--- config.mk ---
export PLATFORM = sky130hd
export DESIGN_NAME = nmea_sentence_validator_unit
export DESIGN_NICKNAME = d
export VERILOG_FILES = /design/src/hdl/nsv_pkg.sv /design/src/hdl/nmea_sentence_validator_unit.sv
export SDC_FILE = /design/constraint.sdc
export NUM_CORES = 1
export LEC_CHECK = 0
export ABC_AREA = 1
export BUFFER_PORTS_ARGS = -buffer_cell sky130_fd_sc_hd__buf_2
export CORE_UTILIZATION = 40
export CTS_CLUSTER_DIAMETER = 40
export DETAILED_ROUTE_END_ITERATION = 8
export SYNTH_ARGS = -nofsm -noshare
export SYNTH_HDL_FRONTEND = slang
export SYNTH_SLANG_ARGS = --single-unit
--- constraint.sdc ---
create_clock -name clk_i -period 2.9 [get_ports clk_i]
set_clock_uncertainty 0.1 [all_clocks]
set_input_delay 0.435 -clock clk_i [delete_from_list [all_inputs] [get_ports clk_i]]
set_output_delay 0.435 -clock clk_i [all_outputs]
set_load 0.05 [all_outputs]
--- src/hdl/nsv_pkg.sv ---
// Package for the NMEA sentence validator: error codes, character constants,
// header match patterns and the hex digit decoder.
// No dependencies.
package nsv_pkg;

  localparam int unsigned HDR_LEN   = 6;
  localparam int unsigned NUM_KINDS = 4;

  localparam logic [2:0] ERR_OK       = 3'd0;
  localparam logic [2:0] ERR_DOLLAR   = 3'd1;
  localparam logic [2:0] ERR_CHAR     = 3'd2;
  localparam logic [2:0] ERR_STAR     = 3'd3;
  localparam logic [2:0] ERR_DIGITS   = 3'd4;
  localparam logic [2:0] ERR_HEX      = 3'd5;
  localparam logic [2:0] ERR_MISMATCH = 3'd6;

  localparam logic [7:0] CH_NUL    = 8'h00;
  localparam logic [7:0] CH_DOLLAR = 8'h24;
  localparam logic [7:0] CH_STAR   = 8'h2A;
  localparam logic [7:0] PRINT_LO  = 8'd32;
  localparam logic [7:0] PRINT_HI  = 8'd126;

  localparam logic [7:0] MAX_BODY_RST = 8'd120;

  // Header patterns, first character in the top byte.
  localparam logic [8*HDR_LEN-1:0] HDR_PAT [NUM_KINDS] =
    '{"$GNGGA", "$GNGLL", "$GNRMC", "$GNVTG"};

  typedef struct packed {
    logic       bad;
    logic [3:0] val;
  } hex_t;

  // Expected header byte for a kind at a header position.
  function automatic logic [7:0] hdr_byte(input logic [1:0] kind, input logic [2:0] pos);
    logic [7:0] res;
    res = 8'h00;
    for (int p = 0; p < HDR_LEN; p++) begin
      if (pos == 3'(p)) begin
        res = HDR_PAT[kind][8*(HDR_LEN-1-p) +: 8];
      end
    end
    return res;
  endfunction

  // Hex digit of either case.
  function automatic hex_t hex_decode(input logic [7:0] b);
    hex_t h;
    h.bad = 1'b0;
    h.val = 4'd0;
    if (b inside {[8'h30:8'h39]}) begin
      h.val = 4'(b - 8'h30);
    end else if (b inside {[8'h41:8'h46]}) begin
      h.val = 4'(b - 8'h37);
    end else if (b inside {[8'h61:8'h66]}) begin
      h.val = 4'(b - 8'h57);
    end else begin
      h.bad = 1'b1;
    end
    return h;
  endfunction

endpackage

--- src/hdl/nmea_sentence_validator_unit.sv ---
// NMEA 0183 sentence checker: frame, printable body, XOR checksum, header kind.
// Depends on nsv_pkg.
//
// A tlast byte is registered in the input stage, its result in the result stage.
// Throughput: one byte per cycle; the input stalls only while a result waits downstream.
// Reset (async, low): sentence state cleared, max_body back to 120, no result pending.
module nmea_sentence_validator_unit (
  input  logic        clk_i,
  input  logic        rst_ni,
  input  logic        cfg_we_i,
  input  logic [7:0]  cfg_wdata_i,    // max_body
  input  logic        s_axis_tvalid,
  output logic        s_axis_tready,
  input  logic [7:0]  s_axis_tdata,   // [7:0] data_byte
  input  logic        s_axis_tlast,   // last_byte
  output logic        m_axis_tvalid,
  input  logic        m_axis_tready,
  output logic [15:0] m_axis_tdata,   // [2:0] error_code, [10:3] computed_sum, rest zero
  output logic [3:0]  m_axis_tuser    // [0] valid_res, [3:1] sentence_kind
);

  typedef enum logic [2:0] {
    PH_DOLLAR,
    PH_BODY,
    PH_DIG1,
    PH_DIG2,
    PH_DONE
  } phase_e;

  logic [7:0] max_body_q;

  // input stage
  logic       in_vld_q;
  logic [7:0] in_data_q;
  logic       in_last_q;

  // sentence state
  phase_e     phase_q, phase_d;
  logic [7:0] xor_q, xor_d;
  logic [7:0] cnt_q, cnt_d;
  logic [3:0] rx_nib_q, rx_nib_d;
  logic [2:0] err_q, err_d;
  logic [2:0] hpos_q, hpos_d;
  logic [3:0] cand_q, cand_d;

  // result stage
  logic       out_vld_q;
  logic [2:0] out_err_q, out_err_d;
  logic [2:0] out_kind_q, out_kind_d;
  logic [7:0] out_sum_q;

  logic       proc_adv;
  logic       emit;
  nsv_pkg::hex_t hx;

  assign proc_adv      = in_vld_q && (!in_last_q || !out_vld_q || m_axis_tready);
  assign emit          = proc_adv && in_last_q;
  assign s_axis_tready = !in_vld_q || proc_adv;

  assign hx = nsv_pkg::hex_decode(in_data_q);

  always_comb begin
    phase_d  = phase_q;
    xor_d    = xor_q;
    cnt_d    = cnt_q;
    rx_nib_d = rx_nib_q;
    err_d    = err_q;
    hpos_d   = hpos_q;
    cand_d   = cand_q;

    // header match over the first six bytes
    if (hpos_q < 3'(nsv_pkg::HDR_LEN)) begin
      for (int k = 0; k < nsv_pkg::NUM_KINDS; k++) begin
        if (in_data_q != nsv_pkg::hdr_byte(2'(k), hpos_q)) begin
          cand_d[k] = 1'b0;
        end
      end
      hpos_d = (in_data_q == nsv_pkg::CH_NUL) ? 3'(nsv_pkg::HDR_LEN) : hpos_q + 3'd1;
    end

    case (phase_q)
      PH_DOLLAR: begin
        if (in_data_q == nsv_pkg::CH_DOLLAR) begin
          phase_d = PH_BODY;
        end else begin
          err_d   = nsv_pkg::ERR_DOLLAR;
          phase_d = PH_DONE;
        end
      end
      PH_BODY: begin
        if (in_data_q == nsv_pkg::CH_NUL) begin
          err_d   = nsv_pkg::ERR_STAR;
          phase_d = PH_DONE;
        end else if (in_data_q == nsv_pkg::CH_STAR) begin
          phase_d = PH_DIG1;
        end else if (cnt_q >= max_body_q) begin
          err_d   = nsv_pkg::ERR_STAR;
          phase_d = PH_DONE;
        end else if (!(in_data_q inside {[nsv_pkg::PRINT_LO:nsv_pkg::PRINT_HI]})) begin
          err_d   = nsv_pkg::ERR_CHAR;
          phase_d = PH_DONE;
        end else begin
          xor_d = xor_q ^ in_data_q;
          cnt_d = cnt_q + 8'd1;
        end
      end
      PH_DIG1: begin
        if (in_data_q == nsv_pkg::CH_NUL) begin
          err_d   = nsv_pkg::ERR_DIGITS;
          phase_d = PH_DONE;
        end else begin
          // a bad first digit is held back until the second digit shows up
          if (hx.bad) begin
            err_d = nsv_pkg::ERR_HEX;
          end else begin
            rx_nib_d = hx.val;
          end
          phase_d = PH_DIG2;
        end
      end
      PH_DIG2: begin
        phase_d = PH_DONE;
        if (in_data_q == nsv_pkg::CH_NUL) begin
          err_d = nsv_pkg::ERR_DIGITS;
        end else if (err_q == nsv_pkg::ERR_HEX || hx.bad) begin
          err_d = nsv_pkg::ERR_HEX;
        end else if ({rx_nib_q, hx.val} == xor_q) begin
          err_d = nsv_pkg::ERR_OK;
        end else begin
          err_d = nsv_pkg::ERR_MISMATCH;
        end
      end
      default: ;
    endcase

    case (phase_d)
      PH_DOLLAR: out_err_d = nsv_pkg::ERR_DOLLAR;
      PH_BODY:   out_err_d = nsv_pkg::ERR_STAR;
      PH_DIG1,
      PH_DIG2:   out_err_d = nsv_pkg::ERR_DIGITS;
      default:   out_err_d = err_d;
    endcase

    // lowest set candidate wins
    out_kind_d = 3'd0;
    if (out_err_d == nsv_pkg::ERR_OK && hpos_d >= 3'(nsv_pkg::HDR_LEN)) begin
      for (int k = nsv_pkg::NUM_KINDS - 1; k >= 0; k--) begin
        if (cand_d[k]) begin
          out_kind_d = 3'(k + 1);
        end
      end
    end
  end

  always_ff @(posedge clk_i or negedge rst_ni) begin
    if (!rst_ni) begin
      max_body_q <= nsv_pkg::MAX_BODY_RST;
      in_vld_q   <= 1'b0;
      phase_q    <= PH_DOLLAR;
      xor_q      <= 8'd0;
      cnt_q      <= 8'd0;
      rx_nib_q   <= 4'd0;
      err_q      <= nsv_pkg::ERR_OK;
      hpos_q     <= 3'd0;
      cand_q     <= '1;
      out_vld_q  <= 1'b0;
    end else begin
      if (cfg_we_i) begin
        max_body_q <= cfg_wdata_i;
      end
      if (s_axis_tready) begin
        in_vld_q <= s_axis_tvalid;
      end
      if (proc_adv) begin
        if (in_last_q) begin
          phase_q  <= PH_DOLLAR;
          xor_q    <= 8'd0;
          cnt_q    <= 8'd0;
          rx_nib_q <= 4'd0;
          err_q    <= nsv_pkg::ERR_OK;
          hpos_q   <= 3'd0;
          cand_q   <= '1;
        end else begin
          phase_q  <= phase_d;
          xor_q    <= xor_d;
          cnt_q    <= cnt_d;
          rx_nib_q <= rx_nib_d;
          err_q    <= err_d;
          hpos_q   <= hpos_d;
          cand_q   <= cand_d;
        end
      end
      if (emit) begin
        out_vld_q <= 1'b1;
      end else if (m_axis_tready) begin
        out_vld_q <= 1'b0;
      end
    end
  end

  // payload registers
  always_ff @(posedge clk_i) begin
    if (s_axis_tready && s_axis_tvalid) begin
      in_data_q <= s_axis_tdata;
      in_last_q <= s_axis_tlast;
    end
    if (emit) begin
      out_err_q  <= out_err_d;
      out_kind_q <= out_kind_d;
      out_sum_q  <= xor_d;
    end
  end

  assign m_axis_tvalid = out_vld_q;
  assign m_axis_tdata  = {5'd0, out_sum_q, out_err_q};
  assign m_axis_tuser  = {out_kind_q, (out_err_q == nsv_pkg::ERR_OK)};

endmodule

==> results by group, run 1 <==
Outcome
  – Status: finished, final reports clean

Logic synthesis
  – Yosys top cell by area: dfrtp_1
  – YS warnings: 0
  – Ys async rst share: 0.6515
  – Largest cells by area after synthesis: dfrtp_1 (21%), edfxtp_1 (17%), nand2_1 (10%)
  – Seq/Total Area, Yosys: 0.4310
  – Post-synth EDFFs: 23
  – Mean Syn Cell Area: ~8 um2
  – Ys flop type: dfrtp_1
  – Distinct cell type count after synthesis: 43
  – Area share of the largest cell type after synthesis: 0.2124
  – Top-count cell post-synth: nand2_1
  – Synth Instances: between 500 and 600
  – Synthesized area: a little over 4000 um2
  – Synth cell count leaders: nand2_1 (115), inv_1 (67), nand3_1 (44)
  – Register bit total from synthesis: 66

Power
  – PD cells: 693.3 nW/um2
  – Pwr Total: 3311 uW
  – Static Leak: 0.002344 uW
  – Worst vdd ir: 0.3060 mV

Worst setup path
  – Crit path DAT: roughly 2.6 ns
  – Cell Chain, Critical Path: ha_1 -> ha_1 -> inv_1 -> nand3_1 -> xor2_1 -> nor2_1 -> a211oi_1 -> nand3_1 -> nand2_1 -> nand2_1 -> inv_1 -> o21ai_0 -> and2_1
  – Critical path data required time: 2.91 ns
  – Max incr delay on CP: approximately 0.45 ns
  – CP delay by family, top: simple AND/OR/NAND/NOR gates
  – Worst setup EP type: register
  – WS Path Type: register to register
  – Slowest-stage cell, CP: dfrtp_2
  – Largest fanout on the critical path: 6
  – Bufs and invs on worst path: 2
  – Worst setup SP type: register

Layout
  – Ant diodes: 0
  – Area Overhead vs Synth: 15.84%
  – Share of cells above drive strength 1: 0.1968
  – Final Net Count: 600
  – Final instance area: ~4800 um2
  – Fillers: a little under 1000
  – Final Non-Filler Cells: around 700

Floorplanning
  – Horiz. Die Dim: 103.5 um
  – Starting density of the core: 0.4179
  – Die ar.: about 11000 um2
  – Core footprint: approximately 9900 um2
  – Die Y: 103.5 um
  – Top-level port count: between 40 and 50
  – Std cell rows: 36

GRT
  – Met1 capacity usage during global routing: 0.2818
  – Grt total ovfl: 0
  – Largest net degree at the start of global routing: 44
  – Initial antenna violation count: 0
  – Met2 Use GR: 0.3001
  – Gr busiest metal: met2
  – Vias in the first global route: around 3400
  – Met3 usage: 0.03021
  – Overall routing resource usage: 0.1980
  – First-pass GRT wire length: around 17 mm

Min path
  – Hold Crit Class: input port to asynchronous set/reset pin

STA
  – Fin. Hold Viols: 0
  – Final worst path period share: 0.9087
  – Final setup margin: 0.2647 ns
  – Rel. slew slack: 0.3259
  – Tmin final: 2.635 ns
  – TNS Setup: 0 ns
  – Fmax: approximately 380 MHz
  – Finish-stage setup viols: 0
  – Slew Limit Fails: 0
  – Worst-Margin Slew: 1.011 ns

CTS
  – Clk buf depth: 2
  – Cts bufs inserted: 9
  – Clock slew at reported path FFs: 0.08 ns
  – Later-pin clock latency in the skew report: about 0.35 ns
  – CTS Hold Buffers Added: 0
  – Root Driver: clkbuf_8
  – H-tree lvl count: 3
  – Sink Count: 66
  – TritonCTS clock tree: yes

Detailed routing
  – Mean routed wirelength per cell: roughly 14 um
  – Via Count: 3491
  – Drc violations: 0
  – Initial DRC Count: 190
  – Routed WL: 9.890 mm
  – Vias per cell: between 5 and 6
  – Drt first pass iters: 5
  – Post-DRT Antenna Nets: 0

Placed design
  – Placed cells: 675
  – Buffers on Ports: 38
  – DP HPWL: ~7.3 mm
  – Post-place setup slack: about 0.040 ns
  – Gp weighted congestion: a little under 0.9
  – DP Area: roughly 4500 um2

Job
  – Number of max-cap violations: 0
## stage by stage
stage,utilization,hold slack (ns)
floorplan,-,0.03941
global placement,0.4512,0.3649
detailed placement,0.4512,0.3674
CTS,0.4744,0.1548
global route,0.4841,0.1512
finish,0.4841,0.1362
## state kept, by name (all words and copies together) (netlist names), 4 cells and up
register / cells
cand_q: 4
cnt_q: 8
in_data_q: 8
max_body_q: 8
out_sum_q: 8
rx_nib_q: 4
xor_q: 8
## repair_timing
action	CTS	global route
setup buffers	0	6
gates resized for setup	0	15
endpoints found under the setup margin	0	8
endpoints found under the hold margin	0	0
## cells by family after synthesis
| group | count (synthesis) | share of synthesized area |
|---|---|---|
| AO/OA/AOI/OAI | 74 | 0.1008 |
| XOR/XNOR | 24 | 0.05099 |
| adder cells (fa/ha/maj) | 19 | 0.05766 |
| buffers and inverters | 87 | 0.08983 |
| flip-flops | 66 | 0.4310 |
| multiplexers | 1 | 0.002731 |
| other | 1 | 0.0009096 |
| AND/OR/NAND/NOR | 236 | 0.2662 |
## per-layer routing
metal  vias up  share of wire
li1       1759              -
met1      1617           0.50
met2        97           0.43
met3        18          0.049
met4         0          0.024
met5         -              0
## power breakdown
group	total, uW	internal, uW	switching [uW]
registers	1210	1110	103
logic	1200	392	806
clock network	904	532	372
total	3310	2030	1280
## final timing paths
path / start / to / slack, ns / cells after the start
min: rst_ni / max_body_q[0] / 0.14 / 1
max in group asynchronous: rst_ni / hpos_q[0] / 1.84 / 1
min reg2reg: cand_q[3] / cand_q[3] / 0.37 / 2
max: hpos_q[0] / out_kind_q[0] / 0.26 / 13
min in group clk_i: s_axis_tdata[6] / in_data_q[6] / 0.16 / 1
max reg2reg: hpos_q[0] / out_kind_q[0] / 0.26 / 13
## layout by cell type (no fill, tap or decap), types with 5 or more instances in the layout
cell type  netlist  layout
o21ai_0         41      40
clkbuf_8         0      11
nand2_2          2       5
buf_2            2      38
a21oi_1         16      14
dfstp_2          8       8
xor2_1          21      21
nor3_1          10      10
ha_1            19      18
conb_1           1       5
buf_4            5      14
edfxtp_1        23      23
o22ai_1          5       5
nand4_1          7       7
inv_1           67      67
nor2_1          40      38
nor2_2           4       6
nand3_1         44      42
dfrtp_1         35      34
nand2_1        115     112
## final cells by class
type,count,area (um2),area share
clock buffers,12,155.1,0.03249
clock inverters,4,73.82,0.01546
inverters,71,266.5,0.05580
repair buffers,52,295.3,0.06183
multi-input cells,359,2041,0.4273
flip-flops and latches,66,1778,0.3723
well taps,133,166.4,0.03484
(Power assumes the default switching activity.)
==> run 2, diff against run 1 <==
--- a/config.mk
+++ b/config.mk
@@ -6,10 +6,10 @@
 export NUM_CORES = 1
 export LEC_CHECK = 0
 export ABC_AREA = 1
-export BUFFER_PORTS_ARGS = -buffer_cell sky130_fd_sc_hd__buf_2
 export CORE_UTILIZATION = 40
 export CTS_CLUSTER_DIAMETER = 40
 export DETAILED_ROUTE_END_ITERATION = 8
+export DONT_BUFFER_PORTS = 1
 export SYNTH_ARGS = -nofsm -noshare
 export SYNTH_HDL_FRONTEND = slang
 export SYNTH_SLANG_ARGS = --single-unit
==> run 2 against run 1 <==
Against the previous run:
- die area did not move
- worst hold slack got worse by 0.084 ns
- largest power group unchanged
- global-route usage fell by 1.2 points
- first-iteration DRC count fell by 25%
- critical endpoint is now out_kind_q[2]
- sequential cell count did not move
- count of clock-buffer cells in the layout fell by 2
- utilization fell by 1.8 points
- maximum frequency fell by 1.1%
- cell count fell by 4.9%
==> results by group, run 2 (synthesis gave the netlist of run 1 again) <==
Outcome
  – Status: finished, final reports clean

CTS
  – H-tree lvl count: 3
  – Root Driver: clkbuf_8
  – Cts bufs inserted: 9
  – Clk buf depth: 2
  – TritonCTS clock tree: yes
  – Later-pin clock latency in the skew report: 0.35 ns
  – Sink Count: between 60 and 70
  – Clock slew at reported path FFs: approximately 0.080 ns

Layout
  – Final Net Count: approximately 570
  – Ant diodes: 0
  – Commonest non-fill, non-tap cell in the layout: nand2_1
  – Share of cells above drive strength 1: 0.1283
  – Final Non-Filler Cells: 663
  – Commonest cells after routing, fill and taps aside: nand2_1 (113), inv_1 (67), nand3_1 (43), o21ai_0 (41), nor2_1 (39)
  – Area Overhead vs Synth: 11.47%

GRT
  – First-pass GRT wire length: between 15 and 20 mm
  – Initial antenna violation count: 0
  – Vias in the first global route: between 3000 and 4000
  – Overall routing resource usage: 0.1856
  – Grt total ovfl: 0
  – Largest net degree at the start of global routing: 44

STA
  – Fin. Hold Viols: 0
  – Final worst path period share: 0.9188
  – Fmax: 375.3 MHz
  – TNS Setup: 0 ns
  – RSZ-0062 raised after global routing: false
  – Tmin final: between 2 and 3 ns
  – Finish-stage setup viols: 0
  – Hold WS: between 0.05 and 0.06 ns
  – Slew Limit Fails: 0

Worst setup path
  – Worst R2R Start: in_data_q[0]
  – Crit path DAT: 2.77 ns
  – Worst setup EP type: register
  – Critical path data required time: between 3 and 4 ns
  – Cell mode on critical path: nand2_1
  – Bufs and invs on worst path: 2
  – FF-to-FF End: out_kind_q[2]
  – WS Path Type: register to register
  – Slowest-stage cell, CP: edfxtp_1
  – Worst Setup SP: in_data_q[0]
  – Cell Chain, Critical Path: inv_4 -> ha_1 -> o21ai_0 -> nand2_1 -> nand2_2 -> inv_1 -> nand2_1 -> nand2_1 -> nand2_1 -> nand2_1 -> nor2_1 -> nand3_1 -> nand2_1 -> nand3_1 -> nand3_1 -> nand2_1 -> nor2_2 -> nand2_1 -> nor2_1
  – Largest fanout on the critical path: 8
  – CP delay by family, top: simple AND/OR/NAND/NOR gates
  – R2R depth: 19
  – Max incr delay on CP: 0.45 ns
  – Worst setup SP type: register
  – R2R setup slack: between 0.2 and 0.25 ns

Power
  – Sequential share of power: 0.417
  – Power share of the clock group: 0.257
  – Net Switching: between 1000 and 1500 uW
  – Int Power: between 1500 and 2000 uW
  – Static Leak: approximately 0.0022 uW
  – Switching Fraction: 0.3919
  – Worst vdd ir: between 0.2 and 0.3 mV
  – PD cells: about 670 nW/um2
  – Comb power frac: 0.326

Floorplanning
  – Die ar.: roughly 11000 um2
  – Horiz. Die Dim: ~100 um
  – Top-level port count: 44
  – Std cell rows: 36
  – Die Y: 103.5 um
  – Starting density of the core: 0.4179
  – Core footprint: 9864 um2

Placed design
  – Placed cells: 643
  – Buffers on Ports: 0
  – DP HPWL: 7.032 mm
  – Gp weighted congestion: 0.9253

Min path
  – Worst Hold Depth: 1
  – Hold Crit Class: input port to register
  – Hold worst-path end: max_body_q[4]
  – Min-delay src: cfg_we_i

Detailed routing
  – Via Count: 3317
  – Vias per cell: approximately 5
  – Drc violations: 0
  – Routed WL: 9.347 mm
  – Initial DRC Count: ~140
  – Drt first pass iters: 5
  – Post-DRT Antenna Nets: 0
  – Mean routed wirelength per cell: about 14 um

Job
  – Number of max-cap violations: 0
run 2: worst max-delay path by stage:
stage,cells after the start,end,slack [ns]
after floorplan,13,out_kind_q[0],0.53
after global placement,19,out_kind_q[1],0.12
after detailed placement,19,out_kind_q[2],0.07
after CTS,17,out_kind_q[2],0.04
after global routing,19,out_kind_q[2],0.01
final,19,out_kind_q[2],0.24
run 2: cell type report:
type / count / area, um2
Multi-Input combinational cell: 359 / 2008
Timing Repair Buffer: 18 / 170.2
Sequential cell: 66 / 1778
Fill cell: 959 / 5269
Clock inverter: 6 / 66.31
Tap cell: 133 / 166.4
Inverter: 71 / 269.0
Clock buffer: 10 / 137.6
run 2: power by group through the flow:
stage	logic (uW)	clock network [uW]	registers [uW]
after detailed placement	973	0	1300
after floorplan	807	0	1270
after CTS	995	814	1290
final	1000	793	1280
after global routing	1160	852	1300
after global placement	968	0	1300
run 2: routing by layer:
layer	share of wire	global-route usage	vias to the layer above	wire length, um
met3	0.040	0.04783	21	377
met2	0.43	0.2685	88	3989
met4	0.028	0.07867	0	261
li1	-	-	1689	-
met1	0.50	0.2617	1519	4718
met5	0	0	-	0
run 2: what timing repair did:
| item | CTS | global route |
|---|---|---|
| hold buffers | 2 | 0 |
| endpoints found under the setup margin | 0 | 4 |
| gates resized for setup | 0 | 7 |
| endpoints found under the hold margin | 43 | 0 |
| setup buffers | 0 | 2 |
run 2: metrics by stage:
stage               utilization  total power (uW)  setup slack (ns)  area [um2]
finish                   0.4659              3080            0.2356        4596
global route             0.4659              3311           0.01385        4596
CTS                      0.4622              3094           0.03679        4559
detailed placement       0.4377              2276           0.07167        4318
global placement         0.4377              2267            0.1172        4318
floorplan                     -              2073            0.5331        4138
==> run 3, diff against run 2 <==
--- a/config.mk
+++ b/config.mk
@@ -6,7 +6,7 @@
 export NUM_CORES = 1
 export LEC_CHECK = 0
 export ABC_AREA = 1
-export CORE_UTILIZATION = 40
+export CORE_UTILIZATION = 35
 export CTS_CLUSTER_DIAMETER = 40
 export DETAILED_ROUTE_END_ITERATION = 8
 export DONT_BUFFER_PORTS = 1
==> run 3 against run 2 <==
Against the previous run:
- cell count grew 2.7%
- first-iteration DRC count up 110%
- utilization is 5.0 points lower
- global-route usage shrank 0.83 points
- die area grew 14%
- critical endpoint unchanged
- highest routed layer unchanged
==> results by group, run 3 (synthesis gave the netlist of run 1 again) <==
GRT
  – Grt total ovfl: 0
  – Overall routing resource usage: 0.1774
  – Largest net degree at the start of global routing: 44
  – Initial antenna violation count: 0
  – First-pass GRT wire length: ~17 mm
  – Vias in the first global route: ~3400

STA
  – Finish-stage setup viols: 0
  – Final worst path period share: 0.9156
  – Worst-Margin Slew: about 0.57 ns
  – Fin. Hold Viols: 0
  – Rel. slew slack: 0.6170
  – Fmax: 376.6 MHz
  – Slew Limit Fails: 0
  – Tmin final: 2.655 ns
  – RSZ-0062 raised after global routing: false
  – TNS Setup: 0 ns

Floorplanning
  – Top-level port count: between 40 and 50
  – Starting density of the core: 0.3595
  – Die Y: 110.5 um
  – Horiz. Die Dim: ~110 um
  – Die ar.: 12220 um2
  – Core footprint: 11470 um2
  – Std cell rows: 39

Detailed routing
  – Via Count: approximately 3400
  – Routed WL: 10.05 mm
  – Initial DRC Count: 297
  – Vias per cell: roughly 5
  – Post-DRT Antenna Nets: 0
  – Mean routed wirelength per cell: 14.76 um
  – Drc violations: 0
  – Drt first pass iters: 4

Placed design
  – DP HPWL: 7.474 mm
  – Gp weighted congestion: approximately 0.93
  – Buffers on Ports: 0
  – DP Area: roughly 4300 um2

Layout
  – Final Net Count: 574
  – Finished Core Util: 0.4158
  – Commonest cells after routing, fill and taps aside: nand2_1 (111), inv_1 (66), nand3_1 (42), o21ai_0 (39), nor2_1 (38)
  – Area Overhead vs Synth: 15.66%
  – Ant diodes: 0
  – Commonest non-fill, non-tap cell in the layout: nand2_1
  – Final instance area: ~4800 um2
  – Share of cells above drive strength 1: 0.1487

CTS
  – Sink Count: 66
  – H-tree lvl count: 3
  – TritonCTS clock tree: yes
  – Clock slew at reported path FFs: roughly 0.05 ns
  – Cts bufs inserted: 9
  – Clk buf depth: 2
  – Later-pin clock latency in the skew report: approximately 0.33 ns
  – Root Driver: clkbuf_16

Worst setup path
  – Worst R2R Start: in_data_q[0]
  – Worst setup EP type: register
  – Worst setup SP type: register
  – Crit path DAT: ~2.8 ns
  – WS Path Type: register to register
  – Worst Setup SP: in_data_q[0]
  – Critical path data required time: about 3.0 ns
  – R2R setup slack: 0.24 ns
  – Largest fanout on the critical path: 8

Outcome
  – Status: finished, final reports clean

Min path
  – Hold Crit Class: input port to register
  – Min-delay src: cfg_we_i

Power
  – Static Leak: 0.002285 uW
  – Pwr Total: between 3000 and 4000 uW
  – Worst vdd ir: between 0.3 and 0.4 mV
  – PD cells: 705.3 nW/um2

Job
  – Number of max-cap violations: 0
[run 3: changes by cell type in the layout (fill, tap and decap cells not counted), sizes merged]
cell	change
clkinvlp	-2
clkbuf	+4
bufinv	-1
clkinv	-1
buf	+8
[run 3: repair_timing]
| item | in CTS | in global routing |
|---|---|---|
| resized for setup | 0 | 19 |
| hold buffers | 2 | 0 |
| endpoints found under the hold margin | 43 | 0 |
| setup endpoints to repair | 2 | 4 |
| buffers inserted | 3 | 5 |
| pin swaps | 0 | 7 |
[run 3: critical path, stage by stage (launching register included)]
cell and delay [ns]:
edfxtp_1 0.47, buf_6 0.16, ha_1 0.20, o21ai_1 0.14
nand2_1 0.09, nand2_2 0.11, buf_4 0.13, nand2_4 0.10
nand2_4 0.08, inv_2 0.06, nor3_2 0.16, nor2_1 0.05
nor2_1 0.08, nand3_1 0.11, nand3_1 0.08, nand2_1 0.09
nor2_2 0.13, nand2_1 0.09, nor2_1 0.10
[run 3: metal layers]
metal  GRT usage  part of all wire
met1      0.2436              0.49
met2      0.2658              0.45
met3     0.03787             0.032
met4     0.08356             0.028
met5           0                 0
[run 3: through the flow]
stage                     instances  hold slack [ns]  worst slack (ns)
after global placement          655          0.04028           0.02432
after floorplan                 512          0.03941            0.5331
after detailed placement        655          0.04019          -0.02533
after global routing            681          0.06229          0.002457
after CTS                       676          0.06395            0.1228
final                           681          0.07845            0.2446
[run 3: report_power, final]
part	switching (uW)	internal, uW
sequential	185	1110
clock	377	624
combinational	699	368
[run 3: final cells by class]
| type | instances | area (um2) |
|---|---|---|
| tap | 143 | 178.9 |
| sequential | 66 | 1777 |
| timing repair buffer | 26 | 221.5 |
| multi-input combinational | 359 | 2046 |
| fill | 1167 | 6699 |
| clock buffer | 14 | 264.0 |
| inverter | 71 | 269.0 |
| clock inverter | 2 | 12.51 |
[run 3: worst paths after layout]
path | end | depth (start not counted)
max reg2reg | out_kind_q[2] | 18
min | max_body_q[4] | 1
max | out_kind_q[2] | 18
min in group asynchronous | max_body_q[2] | 2
min reg2reg | cand_q[3] | 2
max in group asynchronous | cand_q[0] | 2
